===== src/bicubic_catmull_rom_kernel_core_defines.svh =====
// Assertion macros shared by the bicubic Catmull-Rom kernel RTL.
`ifndef BICUBIC_CATMULL_ROM_KERNEL_CORE_DEFINES_SVH
`define BICUBIC_CATMULL_ROM_KERNEL_CORE_DEFINES_SVH

// consequent must hold on the same edge as the antecedent
`define BCR_ASSERT_SAME(label, clk, rst, ante, cons, msg) \
   label: assert property (@(posedge clk) disable iff (rst) (ante) |-> (cons)) \
      else $error(msg);

// consequent must hold on the edge after the antecedent
`define BCR_ASSERT_NEXT(label, clk, rst, ante, cons, msg) \
   label: assert property (@(posedge clk) disable iff (rst) (ante) |=> (cons)) \
      else $error(msg);

`endif


===== src/bcr_pkg.sv =====
`timescale 1ns / 1ps
// Shared types and constants of the bicubic Catmull-Rom kernel.
package bcr_pkg;

   // column slot of the fourth item of a group
   localparam logic [1:0] COL_LAST = 2'd3;

   // front-to-back queue geometry
   localparam int QUEUE_DEPTH = 2;
   localparam int PTR_W       = $clog2(QUEUE_DEPTH);
   localparam int CNT_W       = $clog2(QUEUE_DEPTH + 1);

   // classification attached to every queued item
   typedef struct packed {
      logic [1:0] col_idx;
      logic       last;
   } item_tag_type;

   typedef enum logic [7:0] {
      ST_IDLE   = 8'b0000_0001,
      ST_COEF   = 8'b0000_0010,
      ST_MUL_A  = 8'b0000_0100,
      ST_ADD_B  = 8'b0000_1000,
      ST_MUL_H2 = 8'b0001_0000,
      ST_ADD_C  = 8'b0010_0000,
      ST_MUL_H3 = 8'b0100_0000,
      ST_ROUND  = 8'b1000_0000
   } back_state_type;

endpackage


===== src/bcr_front.sv =====
`timescale 1ns / 1ps
// Front end: takes input transfers and tags each with its column slot.
module bcr_front import bcr_pkg::*; #(
   parameter int DATA_WIDTH = 96
) (
   input  logic                  clock,
   input  logic                  reset,
   input  logic                  req_tvalid,
   output logic                  req_tready,
   input  logic [DATA_WIDTH-1:0] req_data,
   input  logic                  q_full,
   output logic                  push,
   output logic [DATA_WIDTH-1:0] push_data,
   output item_tag_type          push_tag
);

   logic [1:0] col_cnt_ff;
   logic [1:0] col_cnt_in;

   assign req_tready = !q_full;
   assign push       = req_tvalid && req_tready;
   assign push_data  = req_data;

   always_comb begin
      push_tag.col_idx = col_cnt_ff;
      push_tag.last    = (col_cnt_ff == COL_LAST);
   end

   // counter wraps after the fourth column
   assign col_cnt_in = push ? 2'(col_cnt_ff + 2'd1) : col_cnt_ff;

   always_ff @(posedge clock) begin
      if (reset) begin
         col_cnt_ff <= '0;
      end else begin
         col_cnt_ff <= col_cnt_in;
      end
   end

endmodule


===== src/bcr_queue.sv =====
`timescale 1ns / 1ps
// Two-entry queue between the front end and the arithmetic back end.
module bcr_queue import bcr_pkg::*; #(
   parameter int WIDTH = 99
) (
   input  logic             clock,
   input  logic             reset,
   input  logic             push,
   input  logic [WIDTH-1:0] push_data,
   output logic             full,
   input  logic             pop,
   output logic [WIDTH-1:0] pop_data,
   output logic             not_empty
);

`include "bicubic_catmull_rom_kernel_core_defines.svh"

   logic [WIDTH-1:0] mem_ff [QUEUE_DEPTH];
   logic [PTR_W-1:0] wr_ptr_ff, wr_ptr_in;
   logic [PTR_W-1:0] rd_ptr_ff, rd_ptr_in;
   logic [CNT_W-1:0] count_ff, count_in;

   assign full      = (count_ff == CNT_W'(QUEUE_DEPTH));
   assign not_empty = (count_ff != '0);
   assign pop_data  = mem_ff[rd_ptr_ff];

   always_comb begin
      wr_ptr_in = push ? PTR_W'(wr_ptr_ff + 1'b1) : wr_ptr_ff;
      rd_ptr_in = pop  ? PTR_W'(rd_ptr_ff + 1'b1) : rd_ptr_ff;
      unique case ({push, pop})
         2'b10:   count_in = CNT_W'(count_ff + 1'b1);
         2'b01:   count_in = CNT_W'(count_ff - 1'b1);
         default: count_in = count_ff;
      endcase
   end

   always_ff @(posedge clock) begin
      if (push) begin
         mem_ff[wr_ptr_ff] <= push_data;
      end
   end

   always_ff @(posedge clock) begin
      if (reset) begin
         wr_ptr_ff <= '0;
         rd_ptr_ff <= '0;
         count_ff  <= '0;
      end else begin
         wr_ptr_ff <= wr_ptr_in;
         rd_ptr_ff <= rd_ptr_in;
         count_ff  <= count_in;
      end
   end

   `BCR_ASSERT_SAME(a_no_push_full, clock, reset, push, count_ff != CNT_W'(QUEUE_DEPTH), "push into full queue")
   `BCR_ASSERT_NEXT(a_push_grows, clock, reset, push && !pop, count_ff == CNT_W'($past(count_ff) + 1'b1), "queue count did not grow on push")

endmodule


===== src/bcr_back.sv =====
`timescale 1ns / 1ps
// Back end: Horner evaluation on one shared multiplier, column store, result register.
module bcr_back import bcr_pkg::*; #(
   parameter int SAMPLE_WIDTH = 16,
   parameter int FRAC_WIDTH   = 16
) (
   input  logic                                      clock,
   input  logic                                      reset,
   input  logic                                      q_valid,
   input  logic [4*SAMPLE_WIDTH+2*FRAC_WIDTH-1:0]    q_data,
   input  item_tag_type                              q_tag,
   output logic                                      q_pop,
   output logic                                      rsp_valid,
   input  logic                                      rsp_ready,
   output logic [SAMPLE_WIDTH-1:0]                   rsp_value,
   output logic                                      rsp_saturated
);

`include "bicubic_catmull_rom_kernel_core_defines.svh"

   localparam int SW = SAMPLE_WIDTH;
   localparam int FW = FRAC_WIDTH;
   localparam int CW = SW + 2;          // column value width
   localparam int HW = SW + 7;          // coefficient and Horner width
   localparam int PW = FW + 1 + HW;     // product width

   localparam logic signed [PW-1:0] HALF_F = PW'(1) << (FW - 1);
   localparam logic signed [PW-1:0] HALF_R = PW'(1) << FW;
   localparam logic [CW-1:0] COL_MIN = {1'b1, {(CW-1){1'b0}}};
   localparam logic [CW-1:0] COL_MAX = {1'b0, {(CW-1){1'b1}}};
   localparam logic [SW-1:0] SMP_MIN = {1'b1, {(SW-1){1'b0}}};
   localparam logic [SW-1:0] SMP_MAX = {1'b0, {(SW-1){1'b1}}};

   back_state_type state_ff, state_in;
   logic signed [CW-1:0] p_ff [4];
   logic signed [CW-1:0] p_in [4];
   logic signed [CW-1:0] col_ff [3];
   logic signed [CW-1:0] col_in [3];
   logic [FW-1:0]        t_ff, t_in;
   logic [FW-1:0]        fx_ff, fx_in;
   item_tag_type         tag_ff, tag_in;
   logic                 pass2_ff, pass2_in;
   logic signed [HW-1:0] a_ff, a_in, b_ff, b_in, c_ff, c_in, h_ff, h_in;
   logic signed [PW-1:0] prod_ff, prod_in;
   logic                 rsp_valid_ff, rsp_valid_in;
   logic [SW-1:0]        rsp_value_ff, rsp_value_in;
   logic                 rsp_sat_ff, rsp_sat_in;

   logic signed [HW-1:0] pe [4];
   logic signed [CW-1:0] q_smp [4];
   logic signed [HW-1:0] d12, coef_a, coef_b, coef_c, mul_opd;
   logic signed [PW-1:0] mul_res, sum_f, sum_r, shf_f, shf_r;
   logic signed [HW-1:0] rnd_f, rnd_r, f_val;
   logic [HW-CW:0]       col_hi;
   logic [HW-SW:0]       res_hi;
   logic                 col_ovf, res_ovf, out_free, rsp_load;
   logic [CW-1:0]        col_clamped;
   logic [SW-1:0]        res_clamped;

   always_comb begin
      for (int i = 0; i < 4; i++) begin
         pe[i]    = {{(HW-CW){p_ff[i][CW-1]}}, p_ff[i]};
         q_smp[i] = {{2{q_data[i*SW+SW-1]}}, q_data[i*SW +: SW]};
      end
   end

   // Catmull-Rom coefficients
   assign d12    = pe[1] - pe[2];
   assign coef_a = (d12 <<< 1) + d12 + pe[3] - pe[0];
   assign coef_b = (pe[0] <<< 1) - (pe[1] <<< 2) - pe[1] + (pe[2] <<< 2) - pe[3];
   assign coef_c = pe[2] - pe[0];

   // shared multiplier
   assign mul_opd = (state_ff == ST_MUL_A) ? a_ff : h_ff;
   assign mul_res = $signed({1'b0, t_ff}) * mul_opd;

   // round half up after the shift
   assign sum_f = prod_ff + HALF_F;
   assign sum_r = prod_ff + HALF_R;
   assign shf_f = sum_f >>> FW;
   assign shf_r = sum_r >>> (FW + 1);
   assign rnd_f = shf_f[HW-1:0];
   assign rnd_r = shf_r[HW-1:0];
   assign f_val = pe[1] + rnd_r;

   // saturation to column width and to sample width
   assign col_hi      = f_val[HW-1:CW-1];
   assign col_ovf     = !((&col_hi) || !(|col_hi));
   assign col_clamped = col_ovf ? (f_val[HW-1] ? COL_MIN : COL_MAX) : f_val[CW-1:0];
   assign res_hi      = f_val[HW-1:SW-1];
   assign res_ovf     = !((&res_hi) || !(|res_hi));
   assign res_clamped = res_ovf ? (f_val[HW-1] ? SMP_MIN : SMP_MAX) : f_val[SW-1:0];

   assign out_free = !rsp_valid_ff || rsp_ready;
   assign rsp_load = (state_ff == ST_ROUND) && pass2_ff && out_free;
   assign q_pop    = (state_ff == ST_IDLE) && q_valid;

   always_comb begin
      state_in     = state_ff;
      p_in         = p_ff;
      col_in       = col_ff;
      t_in         = t_ff;
      fx_in        = fx_ff;
      tag_in       = tag_ff;
      pass2_in     = pass2_ff;
      a_in         = a_ff;
      b_in         = b_ff;
      c_in         = c_ff;
      h_in         = h_ff;
      prod_in      = prod_ff;
      rsp_valid_in = rsp_valid_ff && !rsp_ready;
      rsp_value_in = rsp_value_ff;
      rsp_sat_in   = rsp_sat_ff;
      unique case (state_ff)
         ST_IDLE: begin
            if (q_valid) begin
               p_in     = q_smp;
               t_in     = q_data[4*SW +: FW];
               fx_in    = q_data[4*SW+FW +: FW];
               tag_in   = q_tag;
               pass2_in = 1'b0;
               state_in = ST_COEF;
            end
         end
         ST_COEF: begin
            a_in     = coef_a;
            b_in     = coef_b;
            c_in     = coef_c;
            state_in = ST_MUL_A;
         end
         ST_MUL_A: begin
            prod_in  = mul_res;
            state_in = ST_ADD_B;
         end
         ST_ADD_B: begin
            h_in     = b_ff + rnd_f;
            state_in = ST_MUL_H2;
         end
         ST_MUL_H2: begin
            prod_in  = mul_res;
            state_in = ST_ADD_C;
         end
         ST_ADD_C: begin
            h_in     = c_ff + rnd_f;
            state_in = ST_MUL_H3;
         end
         ST_MUL_H3: begin
            prod_in  = mul_res;
            state_in = ST_ROUND;
         end
         ST_ROUND: begin
            if (pass2_ff) begin
               if (out_free) begin
                  rsp_valid_in = 1'b1;
                  rsp_value_in = res_clamped;
                  rsp_sat_in   = res_ovf;
                  state_in     = ST_IDLE;
               end
            end else if (tag_ff.last) begin
               // fourth column: run the cubic across the stored columns
               p_in[0]  = col_ff[0];
               p_in[1]  = col_ff[1];
               p_in[2]  = col_ff[2];
               p_in[3]  = col_clamped;
               t_in     = fx_ff;
               pass2_in = 1'b1;
               state_in = ST_COEF;
            end else begin
               col_in[tag_ff.col_idx] = col_clamped;
               state_in               = ST_IDLE;
            end
         end
         default: begin
            state_in = ST_IDLE;
         end
      endcase
   end

   always_ff @(posedge clock) begin
      p_ff         <= p_in;
      col_ff       <= col_in;
      t_ff         <= t_in;
      fx_ff        <= fx_in;
      tag_ff       <= tag_in;
      a_ff         <= a_in;
      b_ff         <= b_in;
      c_ff         <= c_in;
      h_ff         <= h_in;
      prod_ff      <= prod_in;
      rsp_value_ff <= rsp_value_in;
      rsp_sat_ff   <= rsp_sat_in;
   end

   always_ff @(posedge clock) begin
      if (reset) begin
         state_ff     <= ST_IDLE;
         pass2_ff     <= 1'b0;
         rsp_valid_ff <= 1'b0;
      end else begin
         state_ff     <= state_in;
         pass2_ff     <= pass2_in;
         rsp_valid_ff <= rsp_valid_in;
      end
   end

   assign rsp_valid     = rsp_valid_ff;
   assign rsp_value     = rsp_value_ff;
   assign rsp_saturated = rsp_sat_ff;

   `BCR_ASSERT_NEXT(a_second_pass, clock, reset, state_ff == ST_ROUND && !pass2_ff && tag_ff.last, state_ff == ST_COEF && pass2_ff, "fourth column did not start the row pass")
   `BCR_ASSERT_SAME(a_load_source, clock, reset, rsp_load, pass2_ff && tag_ff.last, "result loaded outside the row pass of a fourth column")

endmodule


===== src/bicubic_catmull_rom_kernel_core.sv =====
`timescale 1ns / 1ps
// Top level of the bicubic Catmull-Rom kernel: front end, item queue, arithmetic back end.
// Back end runs each cubic through COEF, MUL_A, ADD_B, MUL_H2, ADD_C, MUL_H3 and ROUND states
// on one shared multiplier (3 multiplies); the fourth item runs a second cubic across the columns.
// The back end takes one item at a time; the 2-entry queue absorbs input bursts.
// Reset (synchronous, high) empties the queue, zeroes the column counter, drops rsp_tvalid.
module bicubic_catmull_rom_kernel_core import bcr_pkg::*; #(
   parameter int SAMPLE_WIDTH = 16,
   parameter int FRAC_WIDTH   = 16
) (
   input  logic                     clock,
   input  logic                     reset,
   // input column
   input  logic                     req_tvalid,
   output logic                     req_tready,
   // sample_0, sample_1, sample_2, sample_3, frac_y, frac_x; zero padded to bytes
   input  logic [((4*SAMPLE_WIDTH+2*FRAC_WIDTH+7)/8)*8-1:0] req_tdata,
   // result
   output logic                     rsp_tvalid,
   input  logic                     rsp_tready,
   // value; zero padded to bytes
   output logic [((SAMPLE_WIDTH+7)/8)*8-1:0] rsp_tdata,
   // saturated
   output logic                     rsp_tuser
);

   localparam int DATA_WIDTH = 4*SAMPLE_WIDTH + 2*FRAC_WIDTH;
   localparam int OUT_WIDTH  = ((SAMPLE_WIDTH + 7) / 8) * 8;
   localparam int TAG_WIDTH  = $bits(item_tag_type);
   localparam int QW         = DATA_WIDTH + TAG_WIDTH;

   logic                    push, q_full, q_pop, q_valid;
   logic [DATA_WIDTH-1:0]   push_data;
   item_tag_type            push_tag, q_tag;
   logic [QW-1:0]           q_out;
   logic [SAMPLE_WIDTH-1:0] value;

   // front end: handshake and column-slot tagging
   bcr_front #(
      .DATA_WIDTH (DATA_WIDTH)
   ) u_front (
      .clock      (clock),
      .reset      (reset),
      .req_tvalid (req_tvalid),
      .req_tready (req_tready),
      .req_data   (req_tdata[DATA_WIDTH-1:0]),
      .q_full     (q_full),
      .push       (push),
      .push_data  (push_data),
      .push_tag   (push_tag)
   );

   // decouples input transfers from the multi-cycle arithmetic
   bcr_queue #(
      .WIDTH (QW)
   ) u_queue (
      .clock     (clock),
      .reset     (reset),
      .push      (push),
      .push_data ({push_tag, push_data}),
      .full      (q_full),
      .pop       (q_pop),
      .pop_data  (q_out),
      .not_empty (q_valid)
   );

   assign q_tag = item_tag_type'(q_out[QW-1:DATA_WIDTH]);

   // back end: column cubic at frac_y, then row cubic at frac_x on the fourth item
   bcr_back #(
      .SAMPLE_WIDTH (SAMPLE_WIDTH),
      .FRAC_WIDTH   (FRAC_WIDTH)
   ) u_back (
      .clock         (clock),
      .reset         (reset),
      .q_valid       (q_valid),
      .q_data        (q_out[DATA_WIDTH-1:0]),
      .q_tag         (q_tag),
      .q_pop         (q_pop),
      .rsp_valid     (rsp_tvalid),
      .rsp_ready     (rsp_tready),
      .rsp_value     (value),
      .rsp_saturated (rsp_tuser)
   );

   assign rsp_tdata = OUT_WIDTH'(value);

endmodule


===== config.mk =====
export PLATFORM = sky130hd
export DESIGN_NAME = bicubic_catmull_rom_kernel_core
export DESIGN_NICKNAME = d
export VERILOG_FILES = /design/src/bcr_pkg.sv /design/src/bcr_front.sv /design/src/bcr_queue.sv /design/src/bcr_back.sv /design/src/bicubic_catmull_rom_kernel_core.sv
export VERILOG_INCLUDE_DIRS = /design/src /design/src/src
export SDC_FILE = /design/constraint.sdc
export NUM_CORES = 2
export LEC_CHECK = 0
export ABC_AREA = 1
export BUFFER_PORTS_ARGS = -buffer_cell sky130_fd_sc_hd__buf_4
export CAP_MARGIN = 15
export CORE_MARGIN = 5
export CORE_UTILIZATION = 56
export CTS_CLUSTER_DIAMETER = 40
export DETAILED_ROUTE_END_ITERATION = 8
export PLACE_DENSITY = 0.79
export SLEW_MARGIN = 15
export SYNTH_ARGS = -nofsm -noshare
export SYNTH_HDL_FRONTEND = slang
export SYNTH_HIERARCHICAL = 1
export SYNTH_SLANG_ARGS = --single-unit

===== constraint.sdc =====
create_clock -name clock -period 19.4 [get_ports clock]
set_clock_uncertainty 0.2 [all_clocks]
set_input_delay 3.88 -clock clock [delete_from_list [all_inputs] [get_ports clock]]
set_output_delay 3.88 -clock clock [all_outputs]
set_load 0.1 [all_outputs]

==> summary.md <==
| Metric | Value |
|---|---|
| Status | `finished, final reports clean` |
| Synthesized area | `between 40000 and 50000 µm²` |
| Critical path arrival | `about 8900 ps` |
| Largest net degree at the start of global routing | `76` |
| Slew HR | `0.181` |
| I/O pins | `119` |
| Main synth FF type | `edfxtp_1` |
| Commonest non-fill, non-tap cell in the layout | `nand2_1` |
| Initial DRC count | `between 2000 and 3000` |
| Input/output buffers | `around 120` |
| Detail Route Antenna Nets | `0` |
| Final Slew Violations | `0` |
| Setup CP Type | `reg -> reg` |
| Die X | `285 µm` |
| Data required, critical path | `19500 ps` |
| Core ar. | `75600 µm²` |
| Hold Crit Depth | `0` |
| Max Fclk | `between 0.1 and 0.15 GHz` |
| Setup violators final | `0` |
| Post-CTS resize count | `0` |
| Final Util | `0.609` |
| CTS Buffer Depth | `3` |
| Setup TNS | `0 ps` |
| Worst Hold Path EP | `u_queue/mem_ff[0][98]` |
| Post-Synthesis Cells | `4415` |
| Worst skew pair latency | `630 ps` |
| R2R Path End | `u_back/prod_ff[39]` |
| Post-synth top area cell | `edfxtp_1` |
| Initial antenna violation count | `4` |
| Die height | `285 µm` |
| Die area | `81500 µm²` |
| Critical-path top delay cell | `clkinv_1` |
| Max incr delay on CP | `800 ps` |
| Residual DRC | `0` |
| GP Congestion | `~0.97` |
| Vias in the first global route | `between 30000 and 40000` |
| DP Wirelength | `approximately 85000 µm` |
| DR vias | `about 30000` |
| Synth warn | `6` |
| 1st-pass router iterations | `5` |
| Register area share after synthesis | `0.354` |
| Total CTS buffers | `66` |
| Fillers | `6147` |
| Final net count | `between 5000 and 6000` |
| EDFF count, synth | `around 500` |
| Worst Tran Pin Value | `about 1200 ps` |
| R2R Setup Slk | `10650 ps` |
| # hold bufs at CTS | `0` |
| CP startpoint kind | `register` |
| Area growth, synth to finish | `8.35%` |
| Initial Util | `0.562` |
| Setup bufs post-CTS | `0` |
| Asr flop ratio synth | `0` |
| CTS tree | `built` |
| Syn_nets | `5207` |
| WL final | `108000 µm` |
| Worst R2R Path Depth | `31` |
| Most frequent cells in the layout | `nand2_1 (1011), inv_1 (841), edfxtp_1 (489), fa_1 (461), nor2_1 (304)` |
| Most frequent CP cell | `inv_1` |
| Maxcap violations | `0` |
| Hold crit path type | `reg -> reg` |
| Vias/cell | `roughly 5.5` |
| Avg Inst Size Synth | `between 9 and 10 µm²` |
| GRT Residual Overflow | `0` |
| H-tree Lvls | `3` |
| Root Driver | `clkbuf_16` |
| TritonCTS Sinks | `506` |
| HP Start | `u_front/col_cnt_ff[1]` |
| Crit end category | `register` |
| Most area-consuming cells after synthesis | `edfxtp_1 (35%), fa_1 (22%), nand2_1 (8.9%), inv_1 (7.5%), ha_1 (6.8%)` |
| Top cell type's share of synthesized area | `0.346` |
| Synthesized flop and latch total | `~510` |
| Worst-path fanout max | `25` |
| Yosys cell types | `59` |
| GR Util All Layers | `0.267` |
| First-pass GRT wire length | `~170000 µm` |
| RSZ-0062 raised after global routing | `no` |
| Period minus WS final | `about 8800 ps` |
| Clk pin slew, worst setup/hold paths | `~60 ps` |
| WL/cell | `around 20 µm` |
| Final Cycle Share | `0.451` |
| Fin. Hold Viols | `0` |
| Reg2reg start | `u_back/state_ff[6]` |
| Share of cells above drive strength 1 | `0.100` |
| Final hold slack | `between 200 and 300 ps` |
| # rows | `just over 100` |
## how the worst max path moves through the flow
| stage | start | end | slack, ps | cells after the start |
|---|---|---|---|---|
| 6_report | u_back/state_ff[6] | u_back/prod_ff[39] | 10650 | 31 |
| 5_1_grt | u_back/state_ff[6] | u_back/prod_ff[39] | 10310 | 31 |
| 4_1_cts | u_back/state_ff[6] | u_back/prod_ff[38] | 10860 | 29 |
| 3_5_place_dp | u_back/state_ff[6] | u_back/prod_ff[36] | 10910 | 27 |
| 3_3_place_gp | u_back/state_ff[6] | u_back/prod_ff[36] | 11040 | 27 |
| 2_1_floorplan | req_tvalid | u_queue/mem_ff[0][0] | 10400 | 4 |
## worst max-delay path: cells and delay by family, from the launching register on
kind,cells,cell delay (ps)
AO/OA/AOI/OAI,1,580
XOR/XNOR,1,60
adder cells (fa/ha/maj),7,3240
buffers and inverters,9,1890
flip-flops,1,320
AND/OR/NAND/NOR,13,2140
## Yosys cell counts (2+ instances only)
| library cell | n |
|---|---|
| a211oi_1 | 4 |
| a21boi_0 | 8 |
| a21o_1 | 11 |
| a21oi_1 | 156 |
| a221oi_1 | 2 |
| a31oi_1 | 8 |
| buf_1 | 2 |
| buf_2 | 16 |
| buf_4 | 97 |
| buf_6 | 5 |
| clkbuf_1 | 60 |
| clkinv_1 | 13 |
| dfxtp_1 | 17 |
| edfxtp_1 | 489 |
| fa_1 | 461 |
| ha_1 | 231 |
| inv_1 | 844 |
| inv_2 | 4 |
| mux2_2 | 89 |
| mux2_4 | 10 |
| nand2_1 | 1012 |
| nand2_2 | 31 |
| nand2_4 | 3 |
| nand3_1 | 89 |
| nand3_2 | 4 |
| nand3b_1 | 4 |
| nand4_1 | 28 |
| nor2_1 | 307 |
| nor2_2 | 4 |
| nor2_4 | 5 |
| nor3_1 | 32 |
| nor4_1 | 8 |
| o211a_1 | 2 |
| o211ai_1 | 6 |
| o21a_1 | 8 |
| o21ai_0 | 100 |
| o21ai_1 | 8 |
| o21ai_2 | 5 |
| o21bai_1 | 10 |
| o221ai_1 | 2 |
| o31ai_1 | 3 |
| or2_2 | 25 |
| xnor2_1 | 52 |
| xor2_1 | 125 |
## layout make-up
class                      instances  area, µm²  area share
sequential                       506      15000       0.326
timing repair buffer             148       1110      0.0241
inverter                         861       3230      0.0702
antenna                            2       5.00    0.000109
multi-input combinational       2867      23100       0.503
clock buffer                      71       1690      0.0367
tap                              978       1220      0.0266
clock inverter                    50        603      0.0131
## flip-flops by register name (all words and copies together) (netlist names), 16 cells and up, named ones only
name and count:
u_back/c_ff 19, u_queue/mem_ff 198, u_back/a_ff 23, u_back/rsp_value 16, u_back/h_ff 23, u_back/col_ff 54
u_back/fx_ff 16, u_back/b_ff 23, u_back/p_ff 72, u_back/t_ff 16, u_back/prod_ff 25
## logic make-up (layout without fill, tap and decap cells)
kind of cell,count (synthesis),after routing,share of synthesized area
AO/OA/AOI/OAI,341,341,0.0450
XOR/XNOR,177,177,0.0365
adder cells (fa/ha/maj),692,692,0.285
buffers and inverters,1042,1130,0.102
flip-flops,506,506,0.354
multiplexers,100,100,0.0274
other,0,2,0
AND/OR/NAND/NOR,1557,1557,0.150
## per-stage QoR
| stage | area [µm²] | worst slack (ps) | std cells |
|---|---|---|---|
| global placement | 43700 | 11040 | 5360 |
| global route | 46000 | 10310 | 5481 |
| floorplan | 42500 | 10400 | 4415 |
| detailed placement | 43700 | 10910 | 5360 |
| finish | 46000 | 10650 | 5483 |
| CTS | 46000 | 10860 | 5481 |
## routing by layer
metal,track usage,vias to the layer above,routed length [µm]
met5,0,-,28
met4,0.0973,4,4080
met3,0.0673,241,11000
met2,0.426,1353,49800
met1,0.358,14500,43000
li1,-,13800,-
Power is not shown: default switching activity piles up to over one toggle a cycle in this logic, so the estimate is an artifact.
